**src/sv/mieu_pkg.sv**
```systemverilog
`timescale 1ns / 1ps
package mieu_pkg;
    localparam int XLEN = 32;
    localparam int NREGS = 32;
    localparam int RIDX_W = 5;
    localparam int FUNC_W = 6;
    localparam int IMM_W = 16;
    localparam int DCNT_W = 6;

    localparam logic [FUNC_W-1:0] F_SLL   = 6'd0;
    localparam logic [FUNC_W-1:0] F_SRL   = 6'd1;
    localparam logic [FUNC_W-1:0] F_SRA   = 6'd2;
    localparam logic [FUNC_W-1:0] F_SLLV  = 6'd3;
    localparam logic [FUNC_W-1:0] F_SRLV  = 6'd4;
    localparam logic [FUNC_W-1:0] F_SRAV  = 6'd5;
    localparam logic [FUNC_W-1:0] F_MOVN  = 6'd6;
    localparam logic [FUNC_W-1:0] F_MOVZ  = 6'd7;
    localparam logic [FUNC_W-1:0] F_MFHI  = 6'd8;
    localparam logic [FUNC_W-1:0] F_MTHI  = 6'd9;
    localparam logic [FUNC_W-1:0] F_MFLO  = 6'd10;
    localparam logic [FUNC_W-1:0] F_MTLO  = 6'd11;
    localparam logic [FUNC_W-1:0] F_MULT  = 6'd12;
    localparam logic [FUNC_W-1:0] F_MULTU = 6'd13;
    localparam logic [FUNC_W-1:0] F_DIV   = 6'd14;
    localparam logic [FUNC_W-1:0] F_DIVU  = 6'd15;
    localparam logic [FUNC_W-1:0] F_ADD   = 6'd16;
    localparam logic [FUNC_W-1:0] F_ADDU  = 6'd17;
    localparam logic [FUNC_W-1:0] F_SUB   = 6'd18;
    localparam logic [FUNC_W-1:0] F_SUBU  = 6'd19;
    localparam logic [FUNC_W-1:0] F_AND   = 6'd20;
    localparam logic [FUNC_W-1:0] F_OR    = 6'd21;
    localparam logic [FUNC_W-1:0] F_XOR   = 6'd22;
    localparam logic [FUNC_W-1:0] F_NOR   = 6'd23;
    localparam logic [FUNC_W-1:0] F_SLT   = 6'd24;
    localparam logic [FUNC_W-1:0] F_SLTU  = 6'd25;
    localparam logic [FUNC_W-1:0] F_ADDI  = 6'd26;
    localparam logic [FUNC_W-1:0] F_ADDIU = 6'd27;
    localparam logic [FUNC_W-1:0] F_SLTI  = 6'd28;
    localparam logic [FUNC_W-1:0] F_SLTIU = 6'd29;
    localparam logic [FUNC_W-1:0] F_ANDI  = 6'd30;
    localparam logic [FUNC_W-1:0] F_ORI   = 6'd31;
    localparam logic [FUNC_W-1:0] F_XORI  = 6'd32;
    localparam logic [FUNC_W-1:0] F_LUI   = 6'd33;

    typedef struct packed {
        logic [FUNC_W-1:0] func;
        logic [RIDX_W-1:0] dest_reg;
        logic [RIDX_W-1:0] src_a_reg;
        logic [RIDX_W-1:0] src_b_reg;
        logic [RIDX_W-1:0] shift_amount;
        logic [IMM_W-1:0]  immediate;
    } t_in;

    typedef struct packed {
        logic              reg_written;
        logic [RIDX_W-1:0] written_reg;
        logic [XLEN-1:0]   written_value;
        logic [XLEN-1:0]   hi_value;
        logic [XLEN-1:0]   lo_value;
        logic              divide_by_zero;
        logic              signed_overflow;
    } t_out;

    typedef enum logic [2:0] {
        S_IDLE, S_READ, S_EXEC, S_MUL, S_DIV, S_FIN, S_OUT
    } t_state;

    // controller -> datapath
    typedef struct packed {
        logic load;      // capture instruction
        logic exec;      // ALU/move ops and div by zero, commit
        logic mul;       // commit product
        logic div_start;
        logic div_step;
        logic div_fin;
    } t_cmd;

    // datapath -> controller
    typedef struct packed {
        logic is_mul;
        logic is_div;
        logic div_zero;
        logic div_last;
    } t_sts;
endpackage

```
**src/sv/mieu_ctrl.sv**
```systemverilog
`timescale 1ns / 1ps
module mieu_ctrl (
    input  logic            i_clk,
    input  logic            i_rst_n,
    input  logic            i_in_valid,
    output logic            o_in_ready,
    output logic            o_out_valid,
    input  logic            i_out_ready,
    input  mieu_pkg::t_sts  i_sts,
    output mieu_pkg::t_cmd  o_cmd
);
    mieu_pkg::t_state r_state, n_state;

    always_ff @(posedge i_clk) begin
        if (!i_rst_n) begin
            r_state <= mieu_pkg::S_IDLE;
        end else begin
            r_state <= n_state;
        end
    end

    always_comb begin
        n_state = r_state;
        o_cmd = '0;
        o_in_ready = 1'b0;
        o_out_valid = 1'b0;
        unique case (r_state)
            mieu_pkg::S_IDLE: begin
                o_in_ready = i_rst_n;
                if (i_in_valid && i_rst_n) begin
                    o_cmd.load = 1'b1;
                    n_state = mieu_pkg::S_READ;
                end
            end
            mieu_pkg::S_READ: begin
                if (i_sts.is_mul) begin
                    n_state = mieu_pkg::S_MUL;
                end else if (i_sts.is_div && !i_sts.div_zero) begin
                    o_cmd.div_start = 1'b1;
                    n_state = mieu_pkg::S_DIV;
                end else begin
                    n_state = mieu_pkg::S_EXEC;
                end
            end
            mieu_pkg::S_EXEC: begin
                o_cmd.exec = 1'b1;
                n_state = mieu_pkg::S_OUT;
            end
            mieu_pkg::S_MUL: begin
                o_cmd.mul = 1'b1;
                n_state = mieu_pkg::S_OUT;
            end
            mieu_pkg::S_DIV: begin
                o_cmd.div_step = 1'b1;
                if (i_sts.div_last) begin
                    n_state = mieu_pkg::S_FIN;
                end
            end
            mieu_pkg::S_FIN: begin
                o_cmd.div_fin = 1'b1;
                n_state = mieu_pkg::S_OUT;
            end
            mieu_pkg::S_OUT: begin
                o_out_valid = 1'b1;
                o_in_ready = i_out_ready;
                if (i_out_ready) begin
                    if (i_in_valid) begin
                        o_cmd.load = 1'b1;
                        n_state = mieu_pkg::S_READ;
                    end else begin
                        n_state = mieu_pkg::S_IDLE;
                    end
                end
            end
            default: n_state = mieu_pkg::S_IDLE;
        endcase
    end

    a_load_only_ready: assert property (@(posedge i_clk) disable iff (!i_rst_n)
        o_cmd.load |-> o_in_ready)
        else $error("load without ready");
    a_div_starts_div: assert property (@(posedge i_clk) disable iff (!i_rst_n)
        o_cmd.div_start |=> r_state == mieu_pkg::S_DIV)
        else $error("div start lost");
    a_out_after_exec: assert property (@(posedge i_clk) disable iff (!i_rst_n)
        (o_cmd.exec || o_cmd.mul || o_cmd.div_fin) |=> o_out_valid)
        else $error("no result after commit");
endmodule

```
**config.mk**
```make
export PLATFORM = sky130hd
export DESIGN_NAME = mieu_ctrl
export DESIGN_NICKNAME = d
export VERILOG_FILES = /design/src/sv/mieu_pkg.sv /design/src/sv/mieu_ctrl.sv
export SDC_FILE = /design/constraint.sdc
export NUM_CORES = 1
export LEC_CHECK = 0
export ABC_CLOCK_PERIOD_IN_PS = 1200
export BUFFER_PORTS_ARGS = -buffer_cell sky130_fd_sc_hd__buf_2
export CAP_MARGIN = 5
export CORE_AREA = 5 5 42 44
export CTS_BUF_LIST = sky130_fd_sc_hd__clkbuf_8
export CTS_CLUSTER_DIAMETER = 120
export DETAILED_ROUTE_END_ITERATION = 16
export DIE_AREA = 0 0 47 49
export HOLD_SLACK_MARGIN = 0.03
export PLACE_DENSITY = 0.52
export SYNTH_ARGS = -nofsm -noshare
export SYNTH_HDL_FRONTEND = slang
export SYNTH_SLANG_ARGS = --single-unit
```
**constraint.sdc**
```tcl
create_clock -name i_clk -period 1.2 [get_ports i_clk]
set_input_delay 0 -clock i_clk [delete_from_list [all_inputs] [get_ports i_clk]]
set_output_delay 0 -clock i_clk [all_outputs]
set_load 0.005 [all_outputs]
```
==> results.rst, run 1 <==
.. list-table::
   :header-rows: 1

   * - Metric
     - Value
   * - TritonCTS buffer count
     - 3
   * - Clock Root Buffer
     - sky130_fd_sc_hd__clkbuf_8
   * - Util after Layout
     - 32.3%
   * - Maximum net fanout on the critical path
     - 8
   * - Flip-flop and latch count after synthesis
     - 3
   * - Arrival time at the worst endpoint
     - about 1200 ps
   * - Height of the die
     - 49 um
   * - Cell type contributing the most total cell area after synthesis
     - sky130_fd_sc_hd__dfxtp_1
   * - Number of nets in the synthesized netlist
     - 45
   * - Initial antenna violation count
     - 0
   * - Worst setup EP type
     - output port
   * - GRT Overall Usage
     - roughly 7.6%
   * - Number of diodes added for antenna fixing
     - 0
   * - Total of buffers placed on input and output ports
     - 15
   * - Via Count
     - approximately 360
   * - Transition at the pin with the smallest max-transition slack
     - around 230 ps
   * - TritonCTS sink count
     - 3
   * - Detail-routed via count per cell
     - between 4 and 5
   * - Maximum count of clock buffers along a single path
     - 2
   * - Largest Register
     - r_state
   * - Total power consumption of the routed design
     - ~0.75 mW
   * - Number of top-level pins
     - 16
   * - CP required
     - 1200 ps
   * - Wire length of the first global-routing pass
     - roughly 1.3 mm
   * - Top flop regs
     - r_state x3
   * - Primary flip-flop cell chosen by synthesis mapping
     - sky130_fd_sc_hd__dfxtp_1
   * - Synthesis-to-layout area growth
     - 58.1%
   * - Relative slew margins
     - a little over four fifths
   * - Top cells by area, synth
     - sky130_fd_sc_hd__dfxtp_1 (21%), sky130_fd_sc_hd__buf_6 (7.9%), sky130_fd_sc_hd__nor3b_1 (7.9%)
   * - Post-synth EDFFs
     - 0
   * - Count of unique library cells instantiated by Yosys
     - 24
   * - Final routed wire length divided by cell count
     - 11.2 um
   * - Share of synthesized area occupied by flip-flops and latches
     - a little over a fifth
   * - Area enclosed by the die boundary
     - roughly 0.0023 sq mm
   * - Type of the setup path with the least slack
     - reg -> out
   * - Worst setup skew after layout
     - roughly 2.1 ps
   * - Detailed-routing iteration count for the pre-antenna-repair pass
     - 2
   * - Pwr/cell area
     - around 1700 mW/mm^2
   * - Worst Setup Slack post-DPL
     - 109 ps
   * - Maximum number of pins on one net before global-route repair
     - 11
   * - Number of buffers inserted for hold repair after clock tree synthesis
     - 0
   * - Die Span X
     - 47 um
   * - Final Hold Violating Endpoints
     - 0
   * - Iter 0 DRT Violations
     - 1
   * - Post-layout minimum cycle time
     - 1150 ps
   * - Achievable clock frequency
     - between 800 and 900 MHz
   * - Antenna violation net count after detailed routing
     - 0
   * - Initial core utilization
     - about a fifth
   * - Clock transition time at the flip-flop clock pins of the worst setup and hold paths
     - 30 ps
   * - Unrepaired setup endpoints after global routing
     - true
   * - CTS tree
     - yes
   * - Synth top area share
     - a little over a fifth
   * - Worst IR drop on VDD
     - between 0.6 and 0.7 mV
   * - Leftover overflow at the end of global routing
     - 0
   * - Total of max-cap violations
     - 0
   * - Share of synthesized flip-flops with an asynchronous set or reset
     - 0%
   * - Post-synthesis cell count
     - 37
   * - Via count of the first global-routing pass
     - 309
   * - Std-Cell Core Area
     - between 0.001 and 0.0015 sq mm
   * - Synthesized area per cell
     - ~7.7 sq um
   * - Sort of element at the start of the critical path
     - flop
   * - Sum of net half-perimeters after detailed placement
     - roughly 580 um
   * - Synthesis warning total
     - 0
   * - Worst-Skew Late Latency
     - 220 ps
   * - Share of cells above drive strength 1
     - ~59%
   * - Number of cell rows
     - 14
   * - Period Utilization, post-route
     - a little over nine tenths
   * - Final count of pins violating max slew
     - 0
   * - Min-Delay Path Class
     - in -> reg
   * - Total wirelength of the detailed-routed design
     - 828 um
   * - Cell area after technology mapping
     - 287 sq um
   * - GPL Wtd Cong
     - 0.653
   * - Top cell types by occurrence after synthesis
     - sky130_fd_sc_hd__dfxtp_1 (3), sky130_fd_sc_hd__nor3b_1 (3)
   * - Crit path setup slack, layout
     - between 50 and 60 ps
   * - Number of H-tree levels
     - 1
   * - Pleak
     - between 0.2 and 0.25 nW
   * - Total setup violations reported at the end of the flow
     - 0
   * - Total Negative Setup Slacks
     - 0 ps
   * - Flip-flop count of the largest register, all copies and words added
     - 3
   * - Status
     - finished clean
   * - Number of nets in the layout
     - 67
   * - Detailed-route DRC error count
     - 0
## per-stage QoR
stage,hold slack (ps),instance area (sq um),cells
5_1_grt,83.2,453,74
6_report,69.5,453,74
3_5_place_dp,271,372,67
3_3_place_gp,267,372,67
2_1_floorplan,111,287,37
4_1_cts,39.0,428,71
## where the power goes
part	switching [mW]	leakage, nW	internal (mW)
clock network	0.0666	0.0269	0.218
registers	0.0544	0.0264	0.131
logic	0.133	0.165	0.150
total	0.254	0.219	0.500
## cell usage in the layout, fill, tap and decap left out, drive strengths merged, types with 2 or more instances in the layout
cell	n
a21oi	2
nor4	2
buf	20
dfxtp	3
nor2	3
a31oi	2
inv	2
and3	2
nand2	3
nor3b	3
o211ai	2
nor3	2
clkbuf	4
## final cells by class
type,instances,area [sq um]
clock buffers,3,41.3
clock inverters,1,3.75
fillers,162,948
inverters,1,3.75
multi-input cells,29,198
flip-flops and latches,3,68.8
well taps,16,20.0
repair buffers,21,118
## critical path, stage by stage, from the launching register on
cell and delay, ps:
sky130_fd_sc_hd__dfxtp_4 370, sky130_fd_sc_hd__buf_4 160, sky130_fd_sc_hd__nor4_1 240, sky130_fd_sc_hd__buf_2 160
## layer usage
layer | track usage, % | wire length (um)
met3 | 2.58 | 81
met5 | 0 | 0
met1 | 9.87 | 333
met4 | 5.53 | 17
met2 | 9.95 | 395
## repair_timing
item / 4_1_cts / 5_1_grt
resized for setup: 5 / 3
pin swaps: 0 / 2
buffers inserted: 0 / 3
endpoints found under the setup margin: 5 / 4
gates cloned: 0 / 0
## path summary, 6_finish.rpt
check | to | cells after the start | start | slack (ps)
worst max register to register | r_state[0] | 5 | r_state[2] | 90
worst min register to register | r_state[1] | 2 | r_state[0] | 600
worst min-delay path | r_state[0] | 3 | i_rst_n | 70
worst max-delay path | o_cmd[2] | 3 | r_state[1] | 50
## cell families after synthesis
kind of cell              synth area share (%)
xor gates and xnor gates                  3.06
and+or+nand+nor                           42.8
buffers and inverters                     12.7
DFF                                       21.0
AOI/OAI and AO/OA                         20.5
(Power assumes the default switching activity.)
==> inputs of run 2 (changes only) <==
--- a/config.mk
+++ b/config.mk
@@ -5,7 +5,7 @@
 export SDC_FILE = /design/constraint.sdc
 export NUM_CORES = 1
 export LEC_CHECK = 0
-export ABC_CLOCK_PERIOD_IN_PS = 1200
+export ABC_CLOCK_PERIOD_IN_PS = 1400
 export BUFFER_PORTS_ARGS = -buffer_cell sky130_fd_sc_hd__buf_2
 export CAP_MARGIN = 5
 export CORE_AREA = 5 5 42 44
==> constraint.sdc (replaced) <==
create_clock -name i_clk -period 1.4 [get_ports i_clk]
set_input_delay 0 -clock i_clk [delete_from_list [all_inputs] [get_ports i_clk]]
set_output_delay 0 -clock i_clk [all_outputs]
set_load 0.005 [all_outputs]
==> run 2 against run 1 <==
Effect of this change: wire length down 11%; critical path depth rose by 1; register-to-register slack gained 270 ps; cell count down 6.8%; clock power down 13%; first-iteration DRC count rose to 4.0 times the previous value; non-clock buffer count decreased by 5; worst hold slack got worse by 23 ps; critical path type unchanged.
==> results.rst, run 2 (synthesized netlist as in run 1, its figures left out) <==
.. list-table::
   :header-rows: 1

   * - Metric
     - Value
   * - Antenna violation net count after detailed routing
     - 0 (unchanged)
   * - Detailed-routing iteration count for the pre-antenna-repair pass
     - 4 (+2)
   * - Wire length of the first global-routing pass
     - 1.29 mm (+1.1%)
   * - Area taken by multi-input logic gates
     - 190 sq um (-3.8%)
   * - CTS tree
     - yes
   * - Maximum net fanout on the critical path
     - 15 (+7)
   * - Most common cell after layout, fill and taps aside
     - sky130_fd_sc_hd__buf_2
   * - Via Count
     - 328 (-8.4%)
   * - Util after Layout
     - 28.8% (-3.5 points)
   * - Number of H-tree levels
     - 1 (unchanged)
   * - Std-Cell Core Area
     - 0.00140 sq mm (unchanged)
   * - Clock Root Buffer
     - sky130_fd_sc_hd__clkbuf_8
   * - Min-Delay Path Class
     - in -> reg
   * - Part of the total power dissipated in sequential elements
     - 28.2% (+3.6 points)
   * - Number of diodes added for antenna fixing
     - 0 (unchanged)
   * - Total of max-cap violations
     - 0 (unchanged)
   * - Final count of pins violating max slew
     - 0 (unchanged)
   * - Achievable clock frequency
     - 797 MHz
   * - Total of buffers placed on input and output ports
     - 15 (unchanged)
   * - Switching power
     - 0.201 mW (-21%)
   * - Combinational Power Share
     - 30.3% (-7.3 points)
   * - Leading cell types in the layout, fill and taps excluded
     - sky130_fd_sc_hd__buf_2 (15), sky130_fd_sc_hd__nor3b_1 (3), sky130_fd_sc_hd__clkbuf_8 (3)
   * - Initial antenna violation count
     - 0 (unchanged)
   * - Top flop regs
     - r_state x3
   * - Number of top-level pins
     - 16 (unchanged)
   * - Unrepaired setup endpoints after global routing
     - false
   * - Detail-routed via count per cell
     - 4.75 (-1.7%)
   * - Sort of element at the start of the critical path
     - flop
   * - GPL Wtd Cong
     - 0.693 (+6.2%)
   * - Number of cell rows
     - 14 (unchanged)
   * - Iter 0 DRT Violations
     - 4 (+3)
   * - Final Hold Violating Endpoints
     - 0 (unchanged)
   * - Arrival time at the worst endpoint
     - 1260 ps (+110 ps)
   * - Worst reg2reg path depth
     - 4 (-1)
   * - Synthesis-to-layout area growth
     - 41.0%
   * - Via count of the first global-routing pass
     - 330 (+6.8%)
   * - Number of nets in the layout
     - 62 (-7.5%)
   * - Largest Register
     - r_state
   * - Worst-Skew Late Latency
     - 220 ps (about the same)
   * - TritonCTS sink count
     - 3 (unchanged)
   * - TritonCTS buffer count
     - 3 (unchanged)
   * - Number of cells traversed by the worst hold path
     - 3 (unchanged)
   * - Switching portion of total power
     - 34.1% (+0.36 points)
   * - Total setup violations reported at the end of the flow
     - 0 (unchanged)
   * - Type of the setup path with the least slack
     - reg -> out
   * - Worst Setup Slack post-DPL
     - 190 ps (+81.5 ps)
   * - Filler Cells Inserted
     - 162 (unchanged)
   * - Area enclosed by the die boundary
     - 0.00230 sq mm (unchanged)
   * - Post-layout minimum cycle time
     - 1260 ps
   * - Cell internal pwr
     - 0.390 mW (-22%)
   * - Height of the die
     - 49 um (unchanged)
   * - Period Utilization, post-route
     - 89.7%
   * - Initial core utilization
     - 20.4% (unchanged)
   * - CP required
     - 1400 ps (+200 ps)
   * - Worst IR drop on VDD
     - 0.318 mV (-53%)
   * - Worst setup skew after layout
     - 1.39 ps (-0.727 ps)
   * - Final non-filler cell area
     - 404 sq um (-11%)
   * - Worst setup EP type
     - output port
   * - Total Negative Setup Slacks
     - 0 ps (unchanged)
   * - Flip-flop count of the largest register, all copies and words added
     - 3 (unchanged)
   * - Sum of net half-perimeters after detailed placement
     - 560 um (-3.2%)
   * - Maximum number of pins on one net before global-route repair
     - 16 (+5)
   * - Area after DPL
     - 357 sq um (-4.0%)
   * - Register area
     - 62.6 sq um (-9.1%)
   * - Total power consumption of the routed design
     - 0.591 mW (-22%)
   * - Part of the total power dissipated in the clock network
     - 41.6% (+3.9 points)
   * - Pwr/cell area
     - 1460 mW/mm^2 (-12%)
   * - Relative slew margins
     - 80.5% (-4.2 points)
   * - Maximum count of clock buffers along a single path
     - 2 (unchanged)
   * - Die Span X
     - 47 um (unchanged)
   * - Total wirelength of the detailed-routed design
     - 739 um (-11%)
   * - Transition at the pin with the smallest max-transition slack
     - 292 ps (+64.9 ps)
   * - Crit path setup slack, layout
     - 145 ps (+91.0 ps)
   * - Clock transition time at the flip-flop clock pins of the worst setup and hold paths
     - 30 ps (about the same)
   * - GRT Overall Usage
     - 7.60% (unchanged)
   * - Status
     - finished clean
   * - Final routed wire length divided by cell count
     - 10.7 um (-4.3%)
   * - Detailed-route DRC error count
     - 0 (unchanged)
   * - Setup Fix Bufs, Post-CTS
     - 0 (unchanged)
   * - Leftover overflow at the end of global routing
     - 0 (unchanged)
   * - Pleak
     - 0.190 nW (-13%)
   * - Share of cells above drive strength 1
     - 50.9% (-7.7 points)
==> run 2: cell count changes in the layout (fill, tap and decap cells not counted) <==
| cell | delta |
|---|---|
| sky130_fd_sc_hd__nor2_4 | -1 |
| sky130_fd_sc_hd__dfxtp_4 | -2 |
| sky130_fd_sc_hd__clkbuf_2 | -1 |
| sky130_fd_sc_hd__dfxtp_2 | +1 |
| sky130_fd_sc_hd__nor2_2 | +1 |
| sky130_fd_sc_hd__dfxtp_1 | +1 |
| sky130_fd_sc_hd__nand2_2 | -1 |
| sky130_fd_sc_hd__buf_4 | -4 |
| sky130_fd_sc_hd__nand2_1 | +1 |
==> run 2: worst paths after layout <==
| path | start | end | slack, ps |
|---|---|---|---|
| worst max-delay path | r_state[2] | o_cmd[5] | 140 |
| worst min-delay path | i_rst_n | r_state[0] | 50 |
| worst max register to register | r_state[0] | r_state[0] | 360 |
| worst min register to register | r_state[1] | r_state[1] | 650 |
==> run 2: final cells by class <==
type	count	share of cell area [%]
tap	16	4.95
inverter	1	0.929
clock inverter	1	0.929
sequential	3	15.5
clock buffer	3	10.2
timing repair buffer	16	20.4
multi-input combinational	29	47.1
==> run 2: worst max-delay path, cell delays in order (launching register included) <==
cell	delay (ps)
sky130_fd_sc_hd__dfxtp_2	470
sky130_fd_sc_hd__nand3_1	130
sky130_fd_sc_hd__a21oi_2	150
sky130_fd_sc_hd__and4_1	180
sky130_fd_sc_hd__buf_2	110
==> run 2: through the flow <==
stage	instances	hold WS, ps
floorplan	37	111
global placement	65	269
detailed placement	65	274
CTS	69	43.3
global route	69	63.1
finish	69	46.0
==> run 2: layer usage <==
metal | vias up | part of all wire [%] | GRT usage (%)
met5 | - | 0 | 0
met4 | 0 | 2.8 | 6.91
met3 | 2 | 6.5 | 1.11
met2 | 11 | 43 | 10.2
met1 | 147 | 47 | 9.87
li1 | 168 | - | -
==> run 2: timing repair <==
| action | in CTS | in global routing |
|---|---|---|
| gates resized for setup | 1 | 1 |
| endpoints found under the setup margin | 1 | 2 |
| hold buffers | 0 | 0 |
==> run 2: power by group through the flow <==
stage,Clock [mW],Sequential [mW],Combinational (mW)
3_5_place_dp,0,0.165,0.180
6_report,0.246,0.167,0.179
3_3_place_gp,0,0.165,0.178
4_1_cts,0.253,0.165,0.180
5_1_grt,0.264,0.174,0.206
2_1_floorplan,0,0.118,0.187
==> inputs of run 3 (changes only) <==
--- a/config.mk
+++ b/config.mk
@@ -6,7 +6,7 @@
 export NUM_CORES = 1
 export LEC_CHECK = 0
 export ABC_CLOCK_PERIOD_IN_PS = 1400
-export BUFFER_PORTS_ARGS = -buffer_cell sky130_fd_sc_hd__buf_2
+export BUFFER_PORTS_ARGS = -buffer_cell sky130_fd_sc_hd__buf_4
 export CAP_MARGIN = 5
 export CORE_AREA = 5 5 42 44
 export CTS_BUF_LIST = sky130_fd_sc_hd__clkbuf_8
==> run 3 against run 2 <==
Effect of this change: cell count unchanged; flip-flop and latch count unchanged; final area is 9.3% higher; critical endpoint is now o_cmd[2]; die area is the same; wire length up 2.2%; power rose by 3.4%; worst hold slack better by 0.66 ps; clock power is essentially flat; utilization up 2.7 points.
==> results.rst, run 3 (synthesized netlist as in run 1, its figures left out) <==
.. list-table::
   :header-rows: 1

   * - Metric
     - Value
   * - Area enclosed by the die boundary
     - 0.00230 sq mm (unchanged)
   * - Worst IR drop on VDD
     - 0.338 mV (+6.3%)
   * - Via Count
     - 320 (-2.4%)
   * - Min-Delay Path Class
     - in -> reg
   * - Pleak
     - 0.197 nW (+3.3%)
   * - Final routed wire length divided by cell count
     - 10.9 um (+2.2%)
   * - Number of cells traversed by the worst hold path
     - 2 (-1)
   * - Maximum number of pins on one net before global-route repair
     - 16 (unchanged)
   * - Worst Setup Slack post-DPL
     - 203 ps (+12.5 ps)
   * - Largest Register
     - r_state
   * - Worst setup skew after layout
     - 1.27 ps (-0.120 ps)
   * - Number of H-tree levels
     - 1 (unchanged)
   * - Initial antenna violation count
     - 0 (unchanged)
   * - Initial core utilization
     - 20.4% (unchanged)
   * - Post-layout minimum cycle time
     - 1260 ps (+1.09 ps)
   * - Setup Fix Bufs, Post-CTS
     - 0 (unchanged)
   * - Flip-flop count of the largest register, all copies and words added
     - 3 (unchanged)
   * - Iter 0 DRT Violations
     - 10 (+6)
   * - Wire length of the first global-routing pass
     - 1.24 mm (-3.7%)
   * - Reg2Reg Setup Slack
     - 360 ps (about the same)
   * - GPL Wtd Cong
     - 0.707 (+1.9%)
   * - Launch instance of the worst register-to-register path
     - r_state[2]
   * - Die Span X
     - 47 um (unchanged)
   * - Leftover overflow at the end of global routing
     - 0 (unchanged)
   * - Synthesis-to-layout area growth
     - 54.1%
   * - Arrival time at the worst endpoint
     - 1260 ps (about the same)
   * - Share of cells above drive strength 1
     - 50.9% (unchanged)
   * - TritonCTS buffer count
     - 3 (unchanged)
   * - Number of diodes added for antenna fixing
     - 0 (unchanged)
   * - Crit path setup slack, layout
     - 143 ps (-1.09 ps)
   * - CP required
     - 1400 ps (about the same)
   * - Sum of net half-perimeters after detailed placement
     - 553 um (-1.4%)
   * - Relative slew margins
     - 80.1% (-0.46 points)
   * - Worst setup EP type
     - output port
   * - Top flop regs
     - r_state x3
   * - Via count of the first global-routing pass
     - 325 (-1.5%)
   * - Worst-Skew Late Latency
     - 210 ps (about the same)
   * - Final Hold Violating Endpoints
     - 0 (unchanged)
   * - Endpoint of the worst-slack reg-to-reg timing path
     - r_state[0]
   * - Total of buffers placed on input and output ports
     - 15 (unchanged)
   * - Final count of pins violating max slew
     - 0 (unchanged)
   * - Sort of element at the start of the critical path
     - flop
   * - Total power consumption of the routed design
     - 0.611 mW (+3.4%)
   * - Maximum net fanout on the critical path
     - 8 (-7)
   * - Unrepaired setup endpoints after global routing
     - false
   * - Total of max-cap violations
     - 0 (unchanged)
   * - Detailed-routing iteration count for the pre-antenna-repair pass
     - 2 (-2)
   * - Detail-routed via count per cell
     - 4.64 (-2.4%)
   * - GRT Overall Usage
     - 7.46% (-0.14 points)
   * - Detailed-route DRC error count
     - 0 (unchanged)
   * - Height of the die
     - 49 um (unchanged)
   * - Leading cell types in the layout, fill and taps excluded
     - sky130_fd_sc_hd__buf_4 (16), sky130_fd_sc_hd__nor3b_1 (3), sky130_fd_sc_hd__clkbuf_8 (3)
   * - Endpoint, Worst Hold
     - r_state[2]
   * - Number of top-level pins
     - 16 (unchanged)
   * - Filler Cells Inserted
     - 172 (+6.2%)
   * - Number of instances in the placed design
     - 65 (unchanged)
   * - Period Utilization, post-route
     - 89.8% (about the same)
   * - Launch instance of the worst min-delay path
     - i_rst_n
   * - Achievable clock frequency
     - 796 MHz (about the same)
   * - Number of non-filler instances in the completed layout
     - 69 (unchanged)
   * - Number of cell rows
     - 14 (unchanged)
   * - Status
     - finished clean
   * - Antenna violation net count after detailed routing
     - 0 (unchanged)
   * - Transition at the pin with the smallest max-transition slack
     - 299 ps (+6.89 ps)
   * - CTS tree
     - yes
   * - TritonCTS sink count
     - 3 (unchanged)
   * - Clock Root Buffer
     - sky130_fd_sc_hd__clkbuf_8
   * - Util after Layout
     - 31.5% (+2.7 points)
   * - Total wirelength of the detailed-routed design
     - 755 um (+2.2%)
   * - Worst reg2reg path depth
     - 4 (unchanged)
   * - Maximum count of clock buffers along a single path
     - 2 (unchanged)
   * - Most common cell after layout, fill and taps aside
     - sky130_fd_sc_hd__buf_4
   * - Pwr/cell area
     - 1380 mW/mm^2 (-5.3%)
   * - Total Negative Setup Slacks
     - 0 ps (unchanged)
   * - Type of the setup path with the least slack
     - reg -> out
   * - Clock transition time at the flip-flop clock pins of the worst setup and hold paths
     - 30 ps (about the same)
   * - Total setup violations reported at the end of the flow
     - 0 (unchanged)
   * - Number of nets in the layout
     - 62 (unchanged)
   * - Std-Cell Core Area
     - 0.00140 sq mm (unchanged)
==> run 3: layout make-up <==
class                           count  area [sq um]  share of cell area [%]
Multi-Input combinational cell     29           190                    43.1
Timing Repair Buffer               16           120                    27.2
Sequential cell                     3          62.6                    14.2
Clock buffer                        3          41.3                    9.35
Tap cell                           16          20.0                    4.53
Clock inverter                      1          3.75                   0.850
Inverter                            1          3.75                   0.850
==> run 3: metrics by stage <==
stage | hold WS, ps | instance area (sq um)
floorplan | 111 | 287
global placement | 267 | 394
detailed placement | 267 | 394
CTS | 44.8 | 440
global route | 53.8 | 442
finish | 46.7 | 442
==> run 3: worst max-delay path: stages, from the launching register on <==
cell and delay, ps:
sky130_fd_sc_hd__dfxtp_1 480, sky130_fd_sc_hd__inv_2 140, sky130_fd_sc_hd__nor4_1 260, sky130_fd_sc_hd__buf_4 160
==> run 3: power breakdown <==
part           internal (mW)  switching [mW]  total (mW)
combinational          0.115          0.0908       0.206
sequential             0.108          0.0549       0.163
clock                  0.187          0.0560       0.243
total                  0.410           0.202       0.611
==> run 3: how the worst max path moves through the flow <==
stage	start	to	slack, ps
2_1_floorplan	r_state[1]	r_state[2]	430
3_3_place_gp	r_state[2]	r_state[0]	210
3_5_place_dp	r_state[2]	o_cmd[5]	200
4_1_cts	r_state[1]	o_cmd[5]	90
5_1_grt	r_state[0]	o_cmd[2]	20
6_report	r_state[0]	o_cmd[2]	140
==> run 3: repair_timing <==
item,in CTS,in global routing
endpoints found under the setup margin,1,1
gates resized for setup,1,1
hold buffers,0,0
==> run 3: layer usage <==
layer	track usage, %	vias to the layer above	share of wire [%]
li1	-	166	-
met1	8.99	141	46
met2	10.4	11	47
met3	1.48	2	5.7
met4	6.91	0	1.6
met5	0	-	0
